**config.mk**
```make
export PLATFORM = sky130hd
export DESIGN_NAME = arp_cache_resolver
export DESIGN_NICKNAME = d
export VERILOG_FILES = /design/src/design/arp_pkg.sv /design/src/design/arp_cfg_regs.sv /design/src/design/arp_cache_resolver.sv
export SDC_FILE = /design/constraint.sdc
export NUM_CORES = 2
export LEC_CHECK = 0
export BUFFER_PORTS_ARGS = -buffer_cell sky130_fd_sc_hd__buf_2
export CAP_MARGIN = 30
export CELL_PAD_IN_SITES_DETAIL_PLACEMENT = 0
export CELL_PAD_IN_SITES_GLOBAL_PLACEMENT = 1
export CORE_MARGIN = 2
export CORE_UTILIZATION = 45
export CTS_CLUSTER_DIAMETER = 50
export DETAILED_ROUTE_END_ITERATION = 6
export HOLD_SLACK_MARGIN = 0.15
export MAX_ROUTING_LAYER = met4
export PLACE_DENSITY_LB_ADDON = 0.15
export SKIP_LAST_GASP = 1
export SYNTH_ARGS = -nofsm -noshare
export SYNTH_HDL_FRONTEND = slang
export SYNTH_SLANG_ARGS = --single-unit
```
**constraint.sdc**
```tcl
create_clock -name i_clk -period 10.85 [get_ports i_clk]
set_input_delay 0 -clock i_clk [delete_from_list [all_inputs] [get_ports i_clk]]
set_output_delay 0 -clock i_clk [all_outputs]
set_load 0.01 [all_outputs]
```
**src/design/arp_pkg.sv**
```systemverilog
// Shared types and constants for the ARP cache resolver.
package arp_pkg;
    localparam logic [1:0] ACT_RAW   = 2'd0;
    localparam logic [1:0] ACT_REQ   = 2'd1;
    localparam logic [1:0] ACT_DATA  = 2'd2;
    localparam logic [1:0] ACT_REPLY = 2'd3;

    localparam logic [15:0] OPC_REQUEST = 16'd1;
    localparam logic [15:0] OPC_REPLY   = 16'd2;

    localparam logic [47:0] BCAST_MAC = 48'hFFFF_FFFF_FFFF;

    localparam logic [2:0] REG_OWN_IP  = 3'd0;
    localparam logic [2:0] REG_OWN_MAC = 3'd1;
    localparam logic [2:0] REG_PROXY_A = 3'd2;
    localparam logic [2:0] REG_PROXY_B = 3'd3;
    localparam logic [2:0] REG_PROXY_C = 3'd4;
    localparam logic [2:0] REG_PROXY_D = 3'd5;
    localparam logic [2:0] REG_PROXY_EN = 3'd6;

    typedef struct packed {
        logic [1:0]  action;
        logic [47:0] dest_mac;
        logic [31:0] header_target_ip;
        logic [31:0] header_sender_ip;
        logic [15:0] sent_tag;
        logic        was_queued;
        logic        cache_full;
    } t_result;
endpackage

```
**src/design/arp_cfg_regs.sv**
```systemverilog
// APB register file for the ARP cache resolver.
module arp_cfg_regs (
    input  logic        i_clk,
    input  logic        i_rst_n,
    input  logic        psel,
    input  logic        penable,
    input  logic        pwrite,
    input  logic [5:0]  paddr,
    input  logic [63:0] pwdata,
    output logic [63:0] prdata,
    output logic        pready,
    output logic [31:0] o_own_ip,
    output logic [127:0] o_proxy_ip,
    output logic [3:0]  o_proxy_enable
);
    import arp_pkg::*;

    logic [31:0] r_own_ip;
    logic [47:0] r_own_mac;
    logic [31:0] r_proxy [4];
    logic [3:0]  r_proxy_en;
    logic [2:0]  w_idx;

    assign pready = 1'b1;
    assign w_idx  = paddr[5:3];

    always_ff @(posedge i_clk) begin
        if (!i_rst_n) begin
            r_own_ip   <= '0;
            r_own_mac  <= '0;
            r_proxy    <= '{default: '0};
            r_proxy_en <= '0;
        end else if (psel && penable && pwrite && paddr[2:0] == 3'd0) begin
            unique case (w_idx)
                REG_OWN_IP:   r_own_ip   <= pwdata[31:0];
                REG_OWN_MAC:  r_own_mac  <= pwdata[47:0];
                REG_PROXY_A:  r_proxy[0] <= pwdata[31:0];
                REG_PROXY_B:  r_proxy[1] <= pwdata[31:0];
                REG_PROXY_C:  r_proxy[2] <= pwdata[31:0];
                REG_PROXY_D:  r_proxy[3] <= pwdata[31:0];
                REG_PROXY_EN: r_proxy_en <= pwdata[3:0];
                default: ;
            endcase
        end
    end

    always_comb begin
        prdata = '0;
        unique case (w_idx)
            REG_OWN_IP:   prdata = {32'd0, r_own_ip};
            REG_OWN_MAC:  prdata = {16'd0, r_own_mac};
            REG_PROXY_A:  prdata = {32'd0, r_proxy[0]};
            REG_PROXY_B:  prdata = {32'd0, r_proxy[1]};
            REG_PROXY_C:  prdata = {32'd0, r_proxy[2]};
            REG_PROXY_D:  prdata = {32'd0, r_proxy[3]};
            REG_PROXY_EN: prdata = {60'd0, r_proxy_en};
            default:      prdata = '0;
        endcase
    end

    assign o_own_ip       = r_own_ip;
    assign o_proxy_ip     = {r_proxy[3], r_proxy[2], r_proxy[1], r_proxy[0]};
    assign o_proxy_enable = r_proxy_en;
endmodule

```
**src/design/arp_cache_resolver.sv**
```systemverilog
// Top level of the ARP cache resolver: cache scan, pending ring, result register.
//
// Input channel: i_valid/o_stall carry one event (send or received ARP) per beat.
// Output channel: o_valid/i_stall carry zero or one result per event.
// The cache (IP, MAC, resolved) lives in a memory with a registered read, scanned one
// entry per cycle; the pending ring is a second memory, read one slot at a time.
// A reply that hits the cache drains ring slots in order until one matches or the
// ring runs empty. Only one event is in work at a time: the next input beat is taken
// only after the result has been taken, and an event with no result frees the input
// when the block returns to idle.
// Reset clears the used bits, ring pointers and output valid; memories need no
// clearing. While the result register is full and i_stall is high, the block
// holds its result and keeps o_stall high until the result is taken.
// Registers sit on an APB port at 8-byte steps.
module arp_cache_resolver #(
    parameter int CACHE_ENTRIES = 8,
    parameter int QUEUE_SLOTS   = 8,
    parameter int PROXY_ENTRIES = 4
) (
    input  logic        i_clk,
    input  logic        i_rst_n,
    input  logic        i_valid,
    output logic        o_stall,
    input  logic        i_op,
    input  logic [31:0] i_dest_ip,
    input  logic        i_has_payload,
    input  logic [15:0] i_packet_tag,
    input  logic        i_raw_broadcast,
    input  logic [15:0] i_arp_opcode,
    input  logic [31:0] i_sender_ip,
    input  logic [47:0] i_sender_mac,
    input  logic [31:0] i_target_ip,
    output logic        o_valid,
    input  logic        i_stall,
    output logic [1:0]  o_action,
    output logic [47:0] o_dest_mac,
    output logic [31:0] o_header_target_ip,
    output logic [31:0] o_header_sender_ip,
    output logic [15:0] o_sent_tag,
    output logic        o_was_queued,
    output logic        o_cache_full,
    input  logic        psel,
    input  logic        penable,
    input  logic        pwrite,
    input  logic [5:0]  paddr,
    input  logic [63:0] pwdata,
    output logic [63:0] prdata,
    output logic        pready
);
    import arp_pkg::*;

    localparam int CW = (CACHE_ENTRIES > 1) ? $clog2(CACHE_ENTRIES) : 1;
    localparam int QW = (QUEUE_SLOTS > 1) ? $clog2(QUEUE_SLOTS) : 1;
    localparam int CCW = CW + 1;

    localparam logic [2:0] S_IDLE  = 3'd0;
    localparam logic [2:0] S_SCAN  = 3'd1;
    localparam logic [2:0] S_DEC   = 3'd2;
    localparam logic [2:0] S_DRAIN = 3'd3;
    localparam logic [2:0] S_DCHK  = 3'd4;
    localparam logic [2:0] S_OUT   = 3'd5;

    logic [31:0]  own_ip;
    logic [127:0] proxy_ip;
    logic [3:0]   proxy_en;

    arp_cfg_regs u_cfg (
        .i_clk, .i_rst_n, .psel, .penable, .pwrite, .paddr, .pwdata, .prdata, .pready,
        .o_own_ip(own_ip), .o_proxy_ip(proxy_ip), .o_proxy_enable(proxy_en)
    );

    // cache memory
    logic [31:0] m_ip  [CACHE_ENTRIES];
    logic [47:0] m_mac [CACHE_ENTRIES];
    logic        m_res [CACHE_ENTRIES];
    logic [CACHE_ENTRIES-1:0] r_used;
    logic [31:0] rd_ip;
    logic [47:0] rd_mac;
    logic        rd_res;

    // ring memory
    logic [31:0] q_ip  [QUEUE_SLOTS];
    logic [15:0] q_tag [QUEUE_SLOTS];
    logic [31:0] rq_ip;
    logic [15:0] rq_tag;
    logic [QW-1:0] r_head, r_tail;

    logic [2:0]  r_state;
    logic [2:0]  n_state;
    logic [CCW-1:0] r_cnt;
    logic [CW-1:0]  r_rd_idx;
    logic           r_rd_vld;
    logic           r_hit;
    logic [CW-1:0]  r_hit_idx;
    logic           r_hit_res;
    logic [47:0]    r_hit_mac;

    // latched event
    logic        r_op, r_pay, r_raw;
    logic [31:0] r_dip, r_sip, r_tip;
    logic [15:0] r_tag, r_opc;
    logic [47:0] r_smac;
    logic [31:0] key_ip;

    t_result r_res;
    t_result n_res;
    logic    r_ovld;

    // cache write port
    logic        cw_en;
    logic [CW-1:0] cw_idx;
    logic [31:0] cw_ip;
    logic [47:0] cw_mac;
    logic        cw_res;
    logic        cw_ipw;
    // ring write port
    logic        qw_en;
    logic [QW-1:0] qw_idx;
    logic [QW-1:0] q_rd_idx;

    logic        free_ok;
    logic [CW-1:0] free_idx;
    logic        is_proxy;
    logic [QW-1:0] tail_nx, head_nx;

    assign key_ip = r_op ? r_sip : r_dip;
    assign tail_nx = (r_tail == QW'(QUEUE_SLOTS - 1)) ? '0 : r_tail + 1'b1;
    assign head_nx = (r_head == QW'(QUEUE_SLOTS - 1)) ? '0 : r_head + 1'b1;

    always_comb begin
        free_ok  = 1'b0;
        free_idx = '0;
        for (int i = CACHE_ENTRIES - 1; i >= 0; i--) begin
            if (!r_used[i]) begin
                free_ok  = 1'b1;
                free_idx = CW'(i);
            end
        end
    end

    always_comb begin
        is_proxy = 1'b0;
        for (int i = 0; i < PROXY_ENTRIES && i < 4; i++) begin
            if (proxy_en[i] && proxy_ip[32*i +: 32] == r_tip) is_proxy = 1'b1;
        end
    end

    always_ff @(posedge i_clk) begin
        rd_ip  <= m_ip[r_cnt[CW-1:0]];
        rd_mac <= m_mac[r_cnt[CW-1:0]];
        rd_res <= m_res[r_cnt[CW-1:0]];
        if (cw_en) begin
            m_mac[cw_idx] <= cw_mac;
            m_res[cw_idx] <= cw_res;
            if (cw_ipw) m_ip[cw_idx] <= cw_ip;
        end
    end

    assign q_rd_idx = head_nx;
    always_ff @(posedge i_clk) begin
        rq_ip  <= q_ip[q_rd_idx];
        rq_tag <= q_tag[q_rd_idx];
        if (qw_en) begin
            q_ip[qw_idx]  <= r_dip;
            q_tag[qw_idx] <= r_tag;
        end
    end

    assign o_stall = (r_state != S_IDLE) || r_ovld;

    always_comb begin
        cw_en = 1'b0; cw_idx = r_hit_idx; cw_ip = key_ip; cw_mac = r_smac;
        cw_res = 1'b1; cw_ipw = 1'b0;
        qw_en = 1'b0; qw_idx = tail_nx;
        if (r_state == S_DEC) begin
            if (!r_op) begin
                if (!r_raw && !r_hit && free_ok) begin
                    cw_en = 1'b1; cw_idx = free_idx; cw_ipw = 1'b1;
                    cw_mac = '0; cw_res = 1'b0;
                end
                if (!r_raw && !(r_hit && r_hit_res) && (r_hit || free_ok) && r_pay
                    && tail_nx != r_head) qw_en = 1'b1;
            end else if (r_opc == OPC_REPLY && r_tip == own_ip) begin
                if (r_hit) cw_en = 1'b1;
            end else if (r_opc == OPC_REQUEST && (r_tip == own_ip || is_proxy)) begin
                if (r_hit) begin
                    cw_en = 1'b1; cw_res = r_hit_res;
                end else if (free_ok) begin
                    cw_en = 1'b1; cw_idx = free_idx; cw_ipw = 1'b1;
                end
            end
        end
    end

    // result and next state for the decision and drain-check steps
    always_comb begin
        n_res   = '0;
        n_state = S_IDLE;
        if (r_state == S_DCHK) begin
            n_res.action   = ACT_DATA;
            n_res.dest_mac = r_smac;
            n_res.sent_tag = rq_tag;
        end else if (!r_op) begin
            n_state = S_OUT;
            if (r_raw) begin
                n_res.action = ACT_RAW; n_res.dest_mac = BCAST_MAC;
                n_res.sent_tag = r_tag;
            end else if (r_hit && r_hit_res) begin
                if (r_pay) begin
                    n_res.action = ACT_DATA; n_res.dest_mac = r_hit_mac;
                    n_res.sent_tag = r_tag;
                end else begin
                    n_res.action = ACT_REQ; n_res.dest_mac = BCAST_MAC;
                    n_res.header_target_ip = r_dip;
                    n_res.header_sender_ip = own_ip;
                end
            end else begin
                n_res.action = ACT_REQ; n_res.dest_mac = BCAST_MAC;
                n_res.header_target_ip = r_dip;
                n_res.header_sender_ip = own_ip;
                n_res.cache_full = !r_hit && !free_ok;
                if (qw_en) begin
                    n_res.sent_tag = r_tag;
                    n_res.was_queued = 1'b1;
                end
            end
        end else if (r_opc == OPC_REPLY && r_tip == own_ip) begin
            if (r_hit) n_state = S_DRAIN;
        end else if (r_opc == OPC_REQUEST && (r_tip == own_ip || is_proxy)) begin
            n_res.action = ACT_REPLY; n_res.dest_mac = r_smac;
            n_res.header_target_ip = r_sip;
            n_res.header_sender_ip = r_tip;
            n_res.cache_full = !r_hit && !free_ok;
            n_state = S_OUT;
        end
    end

    always_ff @(posedge i_clk) begin
        if (!i_rst_n) begin
            r_state <= S_IDLE;
            r_used  <= '0;
            r_head  <= '0;
            r_tail  <= '0;
            r_ovld  <= 1'b0;
            r_rd_vld <= 1'b0;
        end else begin
            if (r_ovld && !i_stall) r_ovld <= 1'b0;
            unique case (r_state)
                S_IDLE: begin
                    if (i_valid && !r_ovld) begin
                        r_op <= i_op; r_pay <= i_has_payload; r_raw <= i_raw_broadcast;
                        r_dip <= i_dest_ip; r_sip <= i_sender_ip; r_tip <= i_target_ip;
                        r_tag <= i_packet_tag; r_opc <= i_arp_opcode; r_smac <= i_sender_mac;
                        r_cnt <= '0; r_hit <= 1'b0; r_rd_vld <= 1'b0;
                        r_state <= S_SCAN;
                    end
                end
                S_SCAN: begin
                    // memory reads address r_cnt; data for r_rd_idx arrives now
                    r_rd_idx <= r_cnt[CW-1:0];
                    r_rd_vld <= (r_cnt != CCW'(CACHE_ENTRIES));
                    if (r_rd_vld && !r_hit && r_used[r_rd_idx] && rd_ip == key_ip) begin
                        r_hit <= 1'b1; r_hit_idx <= r_rd_idx;
                        r_hit_res <= rd_res; r_hit_mac <= rd_mac;
                    end
                    if (r_cnt == CCW'(CACHE_ENTRIES)) r_state <= S_DEC;
                    else r_cnt <= r_cnt + 1'b1;
                end
                S_DEC: begin
                    r_res   <= n_res;
                    r_state <= n_state;
                    if (cw_en && cw_ipw) r_used[cw_idx] <= 1'b1;
                    if (qw_en) r_tail <= tail_nx;
                end
                S_DRAIN: begin
                    // ring slot head+1 is being read
                    if (r_head == r_tail) r_state <= S_IDLE;
                    else r_state <= S_DCHK;
                end
                S_DCHK: begin
                    r_head <= head_nx;
                    if (rq_ip == r_sip) begin
                        r_res   <= n_res;
                        r_state <= S_OUT;
                    end else begin
                        r_state <= S_DRAIN;
                    end
                end
                S_OUT: begin
                    r_ovld  <= 1'b1;
                    r_state <= S_IDLE;
                end
                default: r_state <= S_IDLE;
            endcase
        end
    end

    assign o_valid            = r_ovld;
    assign o_action           = r_res.action;
    assign o_dest_mac         = r_res.dest_mac;
    assign o_header_target_ip = r_res.header_target_ip;
    assign o_header_sender_ip = r_res.header_sender_ip;
    assign o_sent_tag         = r_res.sent_tag;
    assign o_was_queued       = r_res.was_queued;
    assign o_cache_full       = r_res.cache_full;
endmodule

```
---- Yosys cells after proc, flatten, opt, wreduce, memory -nomap -nowiden ----
Memories as Yosys holds them, arrays and structs flattened. A register that Yosys moved wholly into a read port is not among the register bits.
Index checks and enable logic that the tools add are counted.
storage, ports and cells
  flip-flop bits (word level) ............. 602
  memory bits (writable) .................. 1032
  input bits .............................. 256
  logic and storage cells ................. 247
  memories ................................ 5
cells by class
  add/sub/neg operators ................... 3
  order comparisons ....................... 3
  equal/unequal tests ..................... 31
  muxes and demuxes ....................... 112
  bitwise operators ....................... 1
  reductions and logical operators ........ 57
memory list
  memory  depth  width  rd ports  clocked after Yosys merged registers in  write ports  RTL line                  source
  m_mac   8      48     1         1                                        1            arp_cache_resolver.sv:74  logic [47:0] m_mac [CACHE_ENTRIES];
  m_ip    8      32     1         1                                        1            arp_cache_resolver.sv:73  logic [31:0] m_ip [CACHE_ENTRIES];
  q_ip    8      32     1         1                                        1            arp_cache_resolver.sv:82  logic [31:0] q_ip [QUEUE_SLOTS];
  q_tag   8      16     1         1                                        1            arp_cache_resolver.sv:83  logic [15:0] q_tag [QUEUE_SLOTS];
  m_res   8      1      1         1                                        1            arp_cache_resolver.sv:75  logic m_res [CACHE_ENTRIES];
operators with widths
  operator                                                                 count
  114-bit two-way mux                                                      3
  48-bit one-hot mux with 7 select lines                                   1
  132-bit one-hot mux with 2 select lines                                  1
  32-bit equality test                                                     7
  64-bit two-way mux                                                       3
  50-bit two-way mux                                                       3
  48-bit two-way mux                                                       3
  132-bit two-way mux                                                      1
  130-bit two-way mux                                                      1
  17-bit two-way mux                                                       6
  3-bit two-way mux                                                        24
  1-bit two-way mux                                                        50
  16-bit two-way mux                                                       3
  32-bit two-way mux                                                       1
  1-bit logical AND                                                        24
  2-bit AND reduction                                                      12
  3-bit equality test (second input constant)                              7
  16-bit by 1-bit equality test with 1-bit output (second input constant)  1
  16-bit by 2-bit equality test with 1-bit output (second input constant)  1
  3-bit one-hot mux with 5 select lines                                    1
  3-bit by 2-bit equality test with 1-bit output (second input constant)   4
  3-bit logical NOT                                                        3
  3-bit AND reduction                                                      3
  3-bit by 4-bit < comparator with 1-bit output (second input constant)    2
  22 further kinds                                                         42

---- Depth between registers and ports, before layout ----
  depth in word-level cells ............... 26
  mapped depth ............................ 12
  gate-level depth less buffers ........... 9

---- By module ----
Synthesis repeated with hierarchy kept, for this count alone.
second synthesis, totals
  cells, all modules ...................... 4044
  area, all modules ....................... 68537.0 µm²
by module, submodules not included
  module              times used  cells an instance  area each (µm²)  sequential area each (µm²)
  arp_cache_resolver  1           3081               59149.2          45093.2
  arp_cfg_regs        1           963                9387.8           4244.1

---- Least setup slack after synthesis ----
Ideal clock, no wire load.
  kind .................................... reg-to-reg
  start ................................... register r_ovld, in the netlist o_valid
  end ..................................... register r_dip[0], enable pin
  library setup time ...................... 720 ps
  data arrival time ....................... 8198 ps
  required time ........................... 10130 ps
  setup slack ............................. 1932 ps
  stages on the path, launching flop included .. 5
  clock period less this slack ............ 8918 ps
  cell sequence ........................... dfxtp_1 nor2b_1 nor2b_1 nand2_1 nor2_1
on the way
  longest elaborated chain between the ends .. 3
RTL lines
  what                                  RTL line                   source
  from (decl)                           arp_cache_resolver.sv:107  logic r_ovld;
  from (signal assigned)                arp_cache_resolver.sv:244  r_ovld <= 1'b0;
  from (signal assigned)                arp_cache_resolver.sv:247  if (r_ovld && !i_stall) r_ovld <= 1'b0;
  from (signal assigned)                arp_cache_resolver.sv:290  r_ovld <= 1'b1;
  1-bit logical NOT                     arp_cache_resolver.sv:250  if (i_valid && !r_ovld) begin
  1-bit logical AND                     arp_cache_resolver.sv:250
  3-bit AND reduction (no source line)  -
  to (signal assigned)                  arp_cache_resolver.sv:252  r_dip <= i_dest_ip; r_sip <= i_sender_ip; r_tip <= i_target_ip;
  to (decl)                             arp_cache_resolver.sv:100  logic [31:0] r_dip, r_sip, r_tip;
No other way between the ends.
A chain may end at the register's enable or synchronous reset.

---- Worst setup path after layout ----
  start ................................... register r_op
  end ..................................... register r_hit_mac[40], enable pin
on the way
  longest elaborated chain between the ends .. 4
RTL lines
  what                                  RTL line                   source
  from (decl)                           arp_cache_resolver.sv:99   logic r_op, r_pay, r_raw;
  from (signal assigned)                arp_cache_resolver.sv:251  r_op <= i_op; r_pay <= i_has_payload; r_raw <= i_raw_broadcast;
  32-bit two-way mux                    arp_cache_resolver.sv:126  assign key_ip = r_op ? r_sip : r_dip;
  via cw_ip[13]                         arp_cache_resolver.sv:112  logic [31:0] cw_ip;
  32-bit equality test                  arp_cache_resolver.sv:262  if (r_rd_vld && !r_hit && r_used[r_rd_idx] && rd_ip == key_ip) begin
  1-bit logical AND                     arp_cache_resolver.sv:262
  3-bit AND reduction (no source line)  -
  to (signal assigned)                  arp_cache_resolver.sv:264  r_hit_res <= rd_res; r_hit_mac <= rd_mac;
  to (decl)                             arp_cache_resolver.sv:96   logic [47:0] r_hit_mac;
The timed path passes the listed nets, and every way through them passes these cells.

==> flow_summary.ini <==
[drt]
drt_wl_total_microns = 186000
drc = 0
dr.first_iter.drc_count = 3262
post_drt_wl_per_cell_microns = 25.4
vias = 39700
ant_nets = 0
drtPass1Iterations = 6
via_per_inst = 5.45

[cells_and_area]
final_cell_mix = 1,403 x edfxtp_1, 535 x nand2_1, 476 x dlygate4sd3_1
drive_gt1_share_pct = 23.6
syn_to_final_growth_pct = 22.8
nets = 5371
layout_commonest_cell = edfxtp_1
final_util_pct = 55.6

[timing]
fmax_mhz = 187
relSlewSlack_pct = 24.1
fin_setup_tns_ns = 0
post-route-period-util_pct = 49.3
fin_hold_ws_ns = 0.239
worst_pin_slew_ns = 1.14
rsz0062_at_grt = no
hold_viol_final = 0
fin_ws_ns = 5.50
period_needed_ns = 5.35
setup_viol = 0
slew_violations = 0
clock_skew_ns = 0.0472

[cts]
post_cts_resize_count = 0
cts_tree = done
htree_levels = 4
post_cts_buffers = 0
cts_buffer_depth = 3
cts_buffers = 191
clkTransAtPathRegs_ns = 0.06
cts_root_buffer = clkbuf_16
clock_latency_ns = 0.81
clkSinkCount = 1763

[worst_setup_path]
path_class = reg2reg
rr_worst_depth = 11
endpoint_kind = flip-flop
arrival_ns = 5.81
r2r-end = r_hit_mac[40]$_DFFE_PP_
crit_path_start_kind = flip-flop
crit_required_ns = 11.31
r2r_setup_slack_ns = 5.50
crit_fanout = 68
reg2reg_from = r_op$_DFFE_PP_
worstSetupStartpoint = r_op$_DFFE_PP_

[placed_design]
dp_hpwl_microns = 104000
gp_congestion = 0.894
io_buffers = 421
pre_cts_ws_ns = 5.49

[global_route]
grt_max_degree = 167
antenna_found_initial = 12
grt_usage_pct = 24.7
overflow = 0
grt_pass1_vias = 40000
grt_pass1_wl_microns = 269000

[floorplan]
coreArea_sq_mm = 0.150
start_util_pct = 45.3
rows = 142
die_w_microns = 392
die-area_sq_mm = 0.154
io_pins = 455
die_h_microns = 392

[min_path]
hold_end = r_used[4]$_SDFFE_PN0P_
worstHoldPathCells = 4
hold_path_startpoint = i_rst_n
hp-class = in2reg

[synth]
synth_top_area_cell = edfxtp_1
avgSynthCellArea_sq_um = 16.1
async_reset_ff_share_pct = 0
synth_cell_type_count = 71
synth_top_flop_cell = edfxtp_1
ys_ff_latch = 1763
yosysWarnings = 0
synthTopCellsByArea = edfxtp_1 62%, dfxtp_1 11%, mux4_2 8.6%
synth_area_sq_mm = 0.0678
syn_inst = 4217
ys_seq_area_share_pct = 72.8
synth.top_cell.area_share_pct = 62.1
synth_edf_count = 1403

[power]
ir_drop_mv = 0.163
p_leak_nw = 28.1
p_per_area_mw_per_mm2 = 175

[status]
outcome = finished clean

[flow_run]
drv_cap = 0
-- power breakdown --
part,switching [mW],internal [mW]
Sequential,0.0815,7.41
Combinational,0.399,0.356
Clock,2.67,3.67
Total,3.15,11.4
-- how the worst max path moves through the flow --
stage | to | slack (ns) | depth (start not counted)
CTS | r_hit_mac[20]$_DFFE_PP_ | 5.46 | 10
finish | r_hit_mac[40]$_DFFE_PP_ | 5.50 | 11
global route | r_hit_mac[36]$_DFFE_PP_ | 5.26 | 11
detailed placement | r_hit_mac[46]$_DFFE_PP_ | 5.49 | 10
global placement | r_hit_mac[8]$_DFFE_PP_ | 5.49 | 10
floorplan | r_dip[0]$_DFFE_PP_ | 1.93 | 4
-- area by class of cell --
cell class / count / area (sq um)
Tap cell: 2016 / 2520
Sequential cell: 1763 / 49300
Fill cell: 12000 / 66500
Antenna cell: 10 / 25.0
Clock inverter: 90 / 931
Multi-Input combinational cell: 2161 / 17500
Clock buffer: 266 / 5280
Timing Repair Buffer: 968 / 7540
Inverter: 24 / 95.1
-- metrics by stage --
step | cells | total power, mW | cell area, sq um
4_1_cts | 7284 | 14.7 | 83100
3_3_place_gp | 6447 | 8.25 | 72100
5_1_grt | 7295 | 15.1 | 83200
6_report | 7298 | 14.6 | 83200
2_1_floorplan | 4232 | 8.00 | 67900
3_5_place_dp | 6452 | 8.26 | 72200
-- worst max-delay path, stage by stage (launching register included) --
cell,delay (ns)
edfxtp_1,0.32
buf_4,0.55
buf_4,0.85
nor2b_1,0.14
a21o_1,0.30
xor2_1,0.18
nor4_1,0.66
nand4_1,0.34
nor4_1,0.64
and2_2,0.25
buf_4,0.35
buf_16,0.26
-- logic make-up (layout without fill, tap and decap cells) --
kind of cell | after synthesis | in the layout | share of synthesized area (%)
xor gates and xnor gates | 222 | 222 | 2.87
DFF | 1763 | 1763 | 72.8
AOI/OAI and AO/OA | 533 | 533 | 4.89
muxes | 405 | 405 | 11.0
other | 2 | 27 | 0.0111
adders and majority gates | 6 | 6 | 0.111
and+or+nand+nor | 978 | 978 | 6.40
buffers and inverters | 308 | 1348 | 1.91
-- per-layer routing --
layer / track usage (%) / vias to the layer above / share of wire, %
li1: - / 17800 / -
met1: 32.9 / 20500 / 43
met2: 39.9 / 1222 / 49
met3: 3.87 / 267 / 5.4
met4: 6.71 / 0 / 2.4
met5: - / - / 0
-- what timing repair did --
action	in CTS	in global routing
hold buffers	476	0
endpoints found under the hold margin	415	0
setup endpoints to repair	0	0
-- synth_stat cells (all sizes together) (60+ instances only) --
cell       n
edfxtp  1403
and2      60
nand3     75
xor2      93
clkbuf   187
mux2     135
mux4     260
buf       97
nand2    544
xnor2    129
nor2     134
o21ai     65
a21oi    262
dfxtp    360
a22oi     88
-- state kept, by name, indices dropped and copies added, names as in the netlist, 48 cells and up --
| name | flops |
|---|---|
| m_mac | 384 |
| m_ip | 256 |
| q_ip | 256 |
| q_tag | 128 |
| u_cfg.o_proxy_ip | 128 |
| o_dest_mac | 48 |
| r_hit_mac | 48 |
| r_smac | 48 |
| rd_mac | 48 |
| u_cfg.r_own_mac | 48 |
(Power assumes the default switching activity.)
